`config.mk`:
```
export PLATFORM = sky130hd
export DESIGN_NAME = three_wheel_omni_pwm_mixer
export DESIGN_NICKNAME = d
export VERILOG_FILES = /design/src/hw/rtl/twom_pkg.sv /design/src/hw/rtl/twom_kin.sv /design/src/hw/rtl/twom_div.sv /design/src/hw/rtl/three_wheel_omni_pwm_mixer.sv
export SDC_FILE = /design/constraint.sdc
export NUM_CORES = 2
export LEC_CHECK = 0
export BUFFER_PORTS_ARGS = -buffer_cell sky130_fd_sc_hd__buf_2
export CORE_MARGIN = 2
export CORE_UTILIZATION = 38
export CTS_CLUSTER_SIZE = 30
export DETAILED_ROUTE_END_ITERATION = 16
export PLACE_DENSITY = 0.62
export SLEW_MARGIN = 40
export SYNTH_ARGS = -nofsm -noshare
export SYNTH_HDL_FRONTEND = slang
export SYNTH_SLANG_ARGS = --single-unit
export TNS_END_PERCENT = 10
```
`constraint.sdc`:
```
create_clock -name clk -period 6.1 [get_ports clk]
set_input_delay 0.305 -clock clk [delete_from_list [all_inputs] [get_ports clk]]
set_output_delay 0.305 -clock clk [all_outputs]
set_load 0.01 [all_outputs]
```
`src/hw/rtl/twom_pkg.sv`:
```
// Shared types, constants and helpers for the three-wheel omni PWM mixer.
`default_nettype none

package twom_pkg;

    localparam int WHEELS       = 3;
    localparam int VEL_W        = 8;
    localparam int DUTY_W       = 8;
    localparam int SPD_W        = 25;
    localparam int MAG_W        = 24;
    localparam int QUO_W        = 8;
    localparam int NUM_W        = MAG_W + QUO_W;
    localparam int PROD_W       = 16;
    localparam int RECIP_W      = 28;
    localparam int RECIP_SHIFT  = 19;
    localparam int Q_ONE_SHIFT  = 15;
    localparam int Q_HALF_SHIFT = 14;

    localparam logic signed [SPD_W-1:0] SIN60_Q15 = 25'sd28378;
    localparam logic [12:0]             PCT_RECIP = 13'd5243;
    localparam logic [DUTY_W-1:0]       DUTY_MAX  = 8'd255;

    typedef logic signed [SPD_W-1:0] spd_t;
    typedef logic [MAG_W-1:0]        mag_t;
    typedef logic [NUM_W-1:0]        num_t;
    typedef logic [QUO_W-1:0]        quo_t;
    typedef logic [DUTY_W-1:0]       duty_t;

    typedef struct packed {
        logic                stop;
        logic                zmax;
        logic [WHEELS-1:0]   fwd;
        duty_t               thr;
    } side_t;

    typedef struct packed {
        logic                valid;
        side_t               side;
        mag_t [WHEELS-1:0]   mag;
        mag_t                mmax;
        duty_t               diff;
    } kin_t;

    function automatic logic [VEL_W-1:0] abs8(input logic [VEL_W-1:0] v);
        logic [VEL_W-1:0] r;
        r = v[VEL_W-1] ? VEL_W'(-v) : v;
        return r;
    endfunction

endpackage

`default_nettype wire

```
`src/hw/rtl/twom_kin.sv`:
```
// Wheel speeds, magnitudes, peak speed and duty span (four stages).
`default_nettype none

module twom_kin
    import twom_pkg::*;
(
    input  wire logic              clk,
    input  wire logic              rst_n,
    input  wire logic              in_valid,
    input  wire logic [VEL_W-1:0]  vel_x,
    input  wire logic [VEL_W-1:0]  vel_y,
    input  wire logic [VEL_W-1:0]  turn_rate,
    input  wire duty_t             thr,
    output kin_t                   out
);

    // stage 1
    logic              v1_reg;
    spd_t [WHEELS-1:0] w1_reg;
    spd_t [WHEELS-1:0] w1_next;
    logic [VEL_W-1:0]  sp1_reg;
    logic [VEL_W-1:0]  sp1_next;
    logic              stop1_reg;
    duty_t             thr1_reg;

    // stage 2
    logic               v2_reg;
    mag_t [WHEELS-1:0]  m2_reg;
    mag_t [WHEELS-1:0]  m2_next;
    logic [WHEELS-1:0]  fwd2_reg;
    logic [WHEELS-1:0]  fwd2_next;
    logic [PROD_W-1:0]  p2_reg;
    logic [PROD_W-1:0]  p2_next;
    logic               stop2_reg;
    duty_t              thr2_reg;

    // stage 3
    logic               v3_reg;
    mag_t [WHEELS-1:0]  m3_reg;
    mag_t               mmax3_reg;
    mag_t               mmax3_next;
    logic [RECIP_W-1:0] q3_reg;
    logic [WHEELS-1:0]  fwd3_reg;
    logic               stop3_reg;
    duty_t              thr3_reg;

    // stage 4
    logic               v4_reg;
    mag_t [WHEELS-1:0]  m4_reg;
    mag_t               mmax4_reg;
    duty_t              diff4_reg;
    duty_t              diff4_next;
    logic [WHEELS-1:0]  fwd4_reg;
    logic               stop4_reg;
    duty_t              thr4_reg;

    spd_t              x_ext;
    spd_t              y_ext;
    spd_t              t_ext;
    spd_t              base;
    logic [VEL_W-1:0]  ax;
    logic [VEL_W-1:0]  ay;
    logic [RECIP_W-QUO_W-RECIP_SHIFT+QUO_W-1:0] pct;
    logic [DUTY_W+1:0] tsum;
    duty_t             target;

    always_comb
    begin
        x_ext = spd_t'(signed'(vel_x));
        y_ext = spd_t'(signed'(vel_y));
        t_ext = spd_t'(signed'(turn_rate));
        base  = -(t_ext <<< Q_ONE_SHIFT) - (x_ext <<< Q_HALF_SHIFT);
        w1_next[0] = base + y_ext * SIN60_Q15;
        w1_next[1] = base - y_ext * SIN60_Q15;
        w1_next[2] = (x_ext - t_ext) <<< Q_ONE_SHIFT;
        ax = abs8(vel_x);
        ay = abs8(vel_y);
        sp1_next = (ay > ax) ? ay : ax;
    end

    always_comb
    begin
        for (int k = 0; k < WHEELS; k++)
        begin
            m2_next[k]   = w1_reg[k][SPD_W-1] ? MAG_W'(-w1_reg[k]) : MAG_W'(w1_reg[k]);
            fwd2_next[k] = !w1_reg[k][SPD_W-1] && (w1_reg[k] != '0);
        end
        p2_next = PROD_W'(sp1_reg) * PROD_W'(DUTY_MAX - thr1_reg);
    end

    always_comb
    begin
        mmax3_next = m2_reg[0];
        if (m2_reg[1] > mmax3_next)
        begin
            mmax3_next = m2_reg[1];
        end
        if (m2_reg[2] > mmax3_next)
        begin
            mmax3_next = m2_reg[2];
        end
    end

    // floor(p / 100) via reciprocal, exact for p below 43690
    always_comb
    begin
        pct    = q3_reg[RECIP_W-1:RECIP_SHIFT];
        tsum   = (DUTY_W+2)'(thr3_reg) + (DUTY_W+2)'(pct);
        target = (tsum > (DUTY_W+2)'(DUTY_MAX)) ? DUTY_MAX : tsum[DUTY_W-1:0];
        diff4_next = target - thr3_reg;
    end

    always_ff @(posedge clk or negedge rst_n)
    begin
        if (!rst_n)
        begin
            v1_reg <= 1'b0;
            v2_reg <= 1'b0;
            v3_reg <= 1'b0;
            v4_reg <= 1'b0;
        end
        else
        begin
            v1_reg <= in_valid;
            v2_reg <= v1_reg;
            v3_reg <= v2_reg;
            v4_reg <= v3_reg;
        end
    end

    always_ff @(posedge clk)
    begin
        w1_reg    <= w1_next;
        sp1_reg   <= sp1_next;
        stop1_reg <= (vel_x == '0) && (vel_y == '0);
        thr1_reg  <= thr;

        m2_reg    <= m2_next;
        fwd2_reg  <= fwd2_next;
        p2_reg    <= p2_next;
        stop2_reg <= stop1_reg;
        thr2_reg  <= thr1_reg;

        m3_reg    <= m2_reg;
        mmax3_reg <= mmax3_next;
        q3_reg    <= RECIP_W'(p2_reg) * RECIP_W'(PCT_RECIP);
        fwd3_reg  <= fwd2_reg;
        stop3_reg <= stop2_reg;
        thr3_reg  <= thr2_reg;

        m4_reg    <= m3_reg;
        mmax4_reg <= mmax3_reg;
        diff4_reg <= diff4_next;
        fwd4_reg  <= fwd3_reg;
        stop4_reg <= stop3_reg;
        thr4_reg  <= thr3_reg;
    end

    always_comb
    begin
        out.valid     = v4_reg;
        out.side.stop = stop4_reg;
        out.side.zmax = (mmax4_reg == '0);
        out.side.fwd  = fwd4_reg;
        out.side.thr  = thr4_reg;
        out.mag       = m4_reg;
        out.mmax      = mmax4_reg;
        out.diff      = diff4_reg;
    end

endmodule

`default_nettype wire

```
`src/hw/rtl/twom_div.sv`:
```
// Pipelined restoring divider, one quotient bit per stage, three lanes.
`default_nettype none

module twom_div
    import twom_pkg::*;
(
    input  wire logic              clk,
    input  wire logic              rst_n,
    input  wire logic              in_valid,
    input  wire side_t             in_side,
    input  wire num_t [WHEELS-1:0] in_num,
    input  wire mag_t              in_den,
    output logic                   out_valid,
    output side_t                  out_side,
    output quo_t [WHEELS-1:0]      out_quo
);

    logic              vld_reg  [QUO_W];
    side_t             side_reg [QUO_W];
    mag_t              den_reg  [QUO_W];
    num_t [WHEELS-1:0] rem_reg  [QUO_W];
    quo_t [WHEELS-1:0] quo_reg  [QUO_W];

    genvar s;
    generate
        for (s = 0; s < QUO_W; s++)
        begin : g_stage
            logic              vld_in;
            side_t             side_in;
            mag_t              den_in;
            num_t [WHEELS-1:0] rem_in;
            quo_t [WHEELS-1:0] quo_in;
            num_t [WHEELS-1:0] rem_next;
            quo_t [WHEELS-1:0] quo_next;
            num_t              dsh;

            if (s == 0)
            begin : g_first
                assign vld_in  = in_valid;
                assign side_in = in_side;
                assign den_in  = in_den;
                assign rem_in  = in_num;
                assign quo_in  = '0;
            end
            else
            begin : g_rest
                assign vld_in  = vld_reg[s-1];
                assign side_in = side_reg[s-1];
                assign den_in  = den_reg[s-1];
                assign rem_in  = rem_reg[s-1];
                assign quo_in  = quo_reg[s-1];
            end

            always_comb
            begin
                dsh = NUM_W'(den_in) << (QUO_W - 1 - s);
                for (int k = 0; k < WHEELS; k++)
                begin
                    rem_next[k] = rem_in[k];
                    quo_next[k] = quo_in[k];
                    if (rem_in[k] >= dsh)
                    begin
                        rem_next[k] = rem_in[k] - dsh;
                        quo_next[k][QUO_W-1-s] = 1'b1;
                    end
                end
            end

            always_ff @(posedge clk or negedge rst_n)
            begin
                if (!rst_n)
                begin
                    vld_reg[s] <= 1'b0;
                end
                else
                begin
                    vld_reg[s] <= vld_in;
                end
            end

            always_ff @(posedge clk)
            begin
                side_reg[s] <= side_in;
                den_reg[s]  <= den_in;
                rem_reg[s]  <= rem_next;
                quo_reg[s]  <= quo_next;
            end
        end
    endgenerate

    assign out_valid = vld_reg[QUO_W-1];
    assign out_side  = side_reg[QUO_W-1];
    assign out_quo   = quo_reg[QUO_W-1];

endmodule

`default_nettype wire

```
`src/hw/rtl/three_wheel_omni_pwm_mixer.sv`:
```
// Top level of the three-wheel omni PWM mixer.
//
//  channel  | handshake           | payload
//  ---------+---------------------+-----------------------------------------
//  command  | start / busy        | vel_x, vel_y, turn_rate
//  result   | done (1-cycle)      | duty_one..three, fwd_one..three,
//           |                     | drive_enable
//  config   | cfg_we              | cfg_data (pwm threshold)
//
// One item per cycle; busy is always low. Each command passes through
// four kinematics stages, one numerator multiply, eight divider stages
// (one quotient bit each) and the output register before its result shows.
// Reset clears the valid chain, the strobe and the threshold (to 0).
// The receiver cannot stall, so nothing ever holds in the pipeline.
`default_nettype none

module three_wheel_omni_pwm_mixer
    import twom_pkg::*;
(
    input  wire logic              clk,
    input  wire logic              rst_n,
    input  wire logic              start,
    output logic                   busy,
    input  wire logic [VEL_W-1:0]  vel_x,
    input  wire logic [VEL_W-1:0]  vel_y,
    input  wire logic [VEL_W-1:0]  turn_rate,
    input  wire logic              cfg_we,
    input  wire logic [DUTY_W-1:0] cfg_data,
    output logic                   done,
    output logic [DUTY_W-1:0]      duty_one,
    output logic                   fwd_one,
    output logic [DUTY_W-1:0]      duty_two,
    output logic                   fwd_two,
    output logic [DUTY_W-1:0]      duty_three,
    output logic                   fwd_three,
    output logic                   drive_enable
);

    duty_t             thr_reg;
    kin_t              kin;

    logic              v5_reg;
    side_t             side5_reg;
    mag_t              den5_reg;
    num_t [WHEELS-1:0] num5_reg;
    num_t [WHEELS-1:0] num5_next;

    logic              div_valid;
    side_t             div_side;
    quo_t [WHEELS-1:0] div_quo;

    logic               done_reg;
    duty_t [WHEELS-1:0] duty_reg;
    duty_t [WHEELS-1:0] duty_next;
    logic [WHEELS-1:0]  fwd_reg;
    logic               en_reg;

    assign busy = 1'b0;

    always_ff @(posedge clk or negedge rst_n)
    begin
        if (!rst_n)
        begin
            thr_reg <= '0;
        end
        else if (cfg_we)
        begin
            thr_reg <= cfg_data;
        end
    end

    twom_kin u_kin (
        .clk       (clk),
        .rst_n     (rst_n),
        .in_valid  (start && !busy),
        .vel_x     (vel_x),
        .vel_y     (vel_y),
        .turn_rate (turn_rate),
        .thr       (thr_reg),
        .out       (kin)
    );

    always_comb
    begin
        for (int k = 0; k < WHEELS; k++)
        begin
            num5_next[k] = NUM_W'(kin.mag[k]) * NUM_W'(kin.diff);
        end
    end

    always_ff @(posedge clk or negedge rst_n)
    begin
        if (!rst_n)
        begin
            v5_reg <= 1'b0;
        end
        else
        begin
            v5_reg <= kin.valid;
        end
    end

    always_ff @(posedge clk)
    begin
        side5_reg <= kin.side;
        den5_reg  <= kin.mmax;
        num5_reg  <= num5_next;
    end

    twom_div u_div (
        .clk       (clk),
        .rst_n     (rst_n),
        .in_valid  (v5_reg),
        .in_side   (side5_reg),
        .in_num    (num5_reg),
        .in_den    (den5_reg),
        .out_valid (div_valid),
        .out_side  (div_side),
        .out_quo   (div_quo)
    );

    always_comb
    begin
        for (int k = 0; k < WHEELS; k++)
        begin
            if (div_side.stop)
            begin
                duty_next[k] = '0;
            end
            else if (div_side.zmax)
            begin
                duty_next[k] = div_side.thr;
            end
            else
            begin
                duty_next[k] = div_side.thr + div_quo[k];
            end
        end
    end

    always_ff @(posedge clk or negedge rst_n)
    begin
        if (!rst_n)
        begin
            done_reg <= 1'b0;
        end
        else
        begin
            done_reg <= div_valid;
        end
    end

    always_ff @(posedge clk)
    begin
        duty_reg <= duty_next;
        fwd_reg  <= div_side.stop ? '0 : div_side.fwd;
        en_reg   <= !div_side.stop;
    end

    assign done         = done_reg;
    assign duty_one     = duty_reg[0];
    assign fwd_one      = fwd_reg[0];
    assign duty_two     = duty_reg[1];
    assign fwd_two      = fwd_reg[1];
    assign duty_three   = duty_reg[2];
    assign fwd_three    = fwd_reg[2];
    assign drive_enable = en_reg;

endmodule

`default_nettype wire

```
==> results.md <==
* Status: completed
* TritonCTS clock tree: built
* Drt first pass iters at 8
* Share of cells above drive strength 1 at 6.92%
* Placer Congestion at 0.931
* H-tree depth reported by CTS at 4
* Dpl hpwl at 206 mm
* Primary FF master, synth: dfxtp_1
* Initial core utilization at 38.3%
* Mux cell area share after synthesis at 1.97%
* Worst path required time at 6830 ps
* Wire per inst at 19.0 um
* Largest net degree at the start of global routing at 48
* Final setup violation count at 0
* Syn Inst Count at 9536
* Adder-Cell Fraction of Synth Area at 24.5%
* Remaining Overflow, GRT at 0
* Number of synthesized flops with an enable pin at 0
* Cell Count, Final, Fillers Out at 13000
* Fin nets at 11200
* Largest family of logic cells by synthesized area: adder cells
* Violation count after the first detailed-routing iteration at 3402
* Seq cells post-synth at 1503
* Crit Path Class: in2reg
* GRT busiest layer: met2
* Area growth from synthesis to layout at 12.3%
* Mean Syn Cell Area at 9.35 um^2
* Vias in the first global route at 68700
* Max FFs per register at 616
* Register area share after synthesis at 33.9%
* Fin. Hold Viols at 0
* Setup TNS at 0 ps
* Mapped Area at 0.0891 mm^2
* Filler Cells Inserted at 22600
* Syn_nets at 11000
* Hold Worst Slack at 71.8 ps
* Total GRT Usage at 20.4%
* Antenna-violating nets left at 0
* Met3 usage at 2.23%
* Synth Area in Compound Gates at 15.0%
* Synth Area in Simple Gates at 13.3%
* Critical path endpoint category: flip-flop
* Horiz. Die Dim at 488 um
* Library cells used by synthesis at 101
* Clk_lat worst skew at 830 ps
* Clock transition at path regs at 60 ps
* Max-cap violations at 0
* Pre-CTS setup slack at -128 ps
* Fmax at 0.170 GHz
* Die height at 488 um
* Clock tree sinks at 1503
* I/O pins at 66
* Post-CTS setup buffers at 0
* RSZ-0062 raised after global routing: yes
* Worst-path fanout max at 6
* Tmin final at 5870 ps
* Startpoint types: input pin
* Final Routed Wirelength at 247 mm
* Slew @ Worst Pin at 867 ps
* DRC at 0
* IO Port Bufs at 64
* Slew HR at 41.7%
* Final worst slack at 231 ps
* Placed cells at 12700
* Ys async rst share at 1.46%
* Met1 usage at 21.6%
* Slew Viols, Final at 0
* Synth Area in XOR/XNOR at 6.56%
* Die ar. at 0.238 mm^2
* Tcrit/Tclk final at 96.2%
* Row Count at 177
* Hold Crit Class: in2async
* Vias at 66300
* Ys Warns at 0
* Clock skew at 43.7 ps
* CTS root buf: clkbuf_16
* First-pass GRT wire length at 379 mm
* Global Route met2 Usage at 38.7%
* Vias per cell at 5.09
* Core footprint at 0.233 mm^2
* Initial antenna violation count at 6
* CTS Buffer Depth at 3
* Total CTS buffers at 167
* Arr. time, crit path at 6600 ps
final timing paths:
check / from / to / slack [ps] / cells past startpoint
min reg2reg: u_div.side_reg[1][10] / u_div.side_reg[1][23] / 290 / 0
min in group clk: vel_y[5] / u_kin.sp1_reg[5] / 80 / 5
max: vel_y[1] / u_kin.w1_reg[24] / 230 / 27
min: rst_n / thr_reg[3] / 70 / 3
max in group asynchronous: rst_n / u_div.g_stage[4].vld_in / 5700 / 3
max reg2reg: u_kin.diff4_reg[2] / num5_reg[28] / 320 / 20
synthesized netlist by cell type, drive strengths merged (36+ instances only):
cell | count | area (um^2)
a211oi | 55 | 423
a21o | 298 | 2240
a21oi | 594 | 2990
a31oi | 60 | 388
and2 | 227 | 1420
and3 | 50 | 313
buf | 36 | 184
clkbuf | 146 | 548
dfxtp | 1481 | 29600
fa | 452 | 9050
ha | 1019 | 12700
inv | 958 | 3600
mux2 | 113 | 1270
mux2i | 48 | 480
nand2 | 840 | 3150
nand2b | 152 | 951
nand3 | 122 | 611
nand4 | 66 | 413
nor2 | 533 | 2000
nor2b | 133 | 832
nor3 | 145 | 731
nor4 | 54 | 338
o21a | 106 | 796
o21ai | 586 | 2940
o21bai | 55 | 413
o31ai | 69 | 532
or3 | 45 | 282
xnor2 | 411 | 3600
xor2 | 257 | 2250
cells in the final DEF (no fill, tap or decap), types with 48 or more instances in the layout:
cell,synthesis,routed
mux2i_1,48,48
nand2b_1,152,152
a211oi_1,53,50
nor2b_1,133,133
and2_1,226,225
a21oi_1,591,589
xor2_1,257,257
o21ai_0,560,558
ha_1,1019,1019
clkbuf_16,0,169
o21bai_1,55,55
nand3_1,122,122
o21a_1,106,106
inv_1,957,955
nor3_1,144,140
a31oi_1,58,58
buf_4,1,100
dfxtp_1,1481,1473
nand4_1,66,66
fa_1,452,452
nand2_1,840,840
a21o_1,298,298
nor2_1,533,533
buf_2,24,66
o31ai_1,68,65
xnor2_1,411,411
and3_1,50,50
mux2_2,112,112
area by class of cell:
cell class,instances,area (um^2),area share (%)
multi-input combinational,6893,54800,54.7
clock buffer,221,4750,4.75
clock inverter,88,1290,1.29
antenna,8,20.0,0.0200
timing repair buffer,207,1530,1.52
sequential,1503,30200,30.2
tap,3132,3920,3.91
inverter,958,3600,3.59
layer usage:
layer,part of all wire [%],up-vias,wire length [um]
met2,52,1304,128000
met5,0,-,0
met4,6.2,0,15400
met3,2.7,516,6660
li1,-,32900,-
met1,39,31600,96700
logic make-up (layout without fill, tap and decap cells):
family	Yosys count	in the layout
adder cells (fa/ha/maj)	1471	1471
multiplexers	161	161
buffers and inverters	1140	1474
AO/OA/AOI/OAI	2119	2119
other	1	9
flip-flops	1503	1503
AND/OR/NAND/NOR	2473	2473
XOR/XNOR	668	668
timing repair:
item / in CTS / in global routing
endpoints found under the setup margin: 0 / 6
endpoints found under the hold margin: 50 / 0
gates resized for setup: 0 / 4
hold buffers: 38 / 0
critical path, cell delays in order:
cell and delay [ps]:
dlygate4sd3_1 540, buf_2 160, ha_1 280, inv_1 50, fa_1 540, inv_1 70
fa_1 540, inv_1 50, fa_1 500, inv_1 40, ha_1 320, and3_1 200
a22oi_1 260, a211oi_1 140, o31a_1 290, o211ai_1 290, a21oi_1 130, a2111oi_2 340
buf_4 170, xnor2_1 140, ha_1 330, a21boi_0 170, o21ai_1 170, nand2b_1 90
a21o_1 180, a21oi_1 170, xnor2_1 130
per-stage QoR:
| stage | cell area [um^2] | util [%] |
|---|---|---|
| 2_1_floorplan | 89100 | - |
| 3_3_place_gp | 93600 | 40.2 |
| 3_5_place_dp | 93700 | 40.2 |
| 4_1_cts | 100000 | 43.0 |
| 5_1_grt | 100000 | 43.0 |
| 6_report | 100000 | 43.0 |
Power is not shown: default switching activity piles up to over one toggle a cycle in this logic, so the estimate is an artifact.
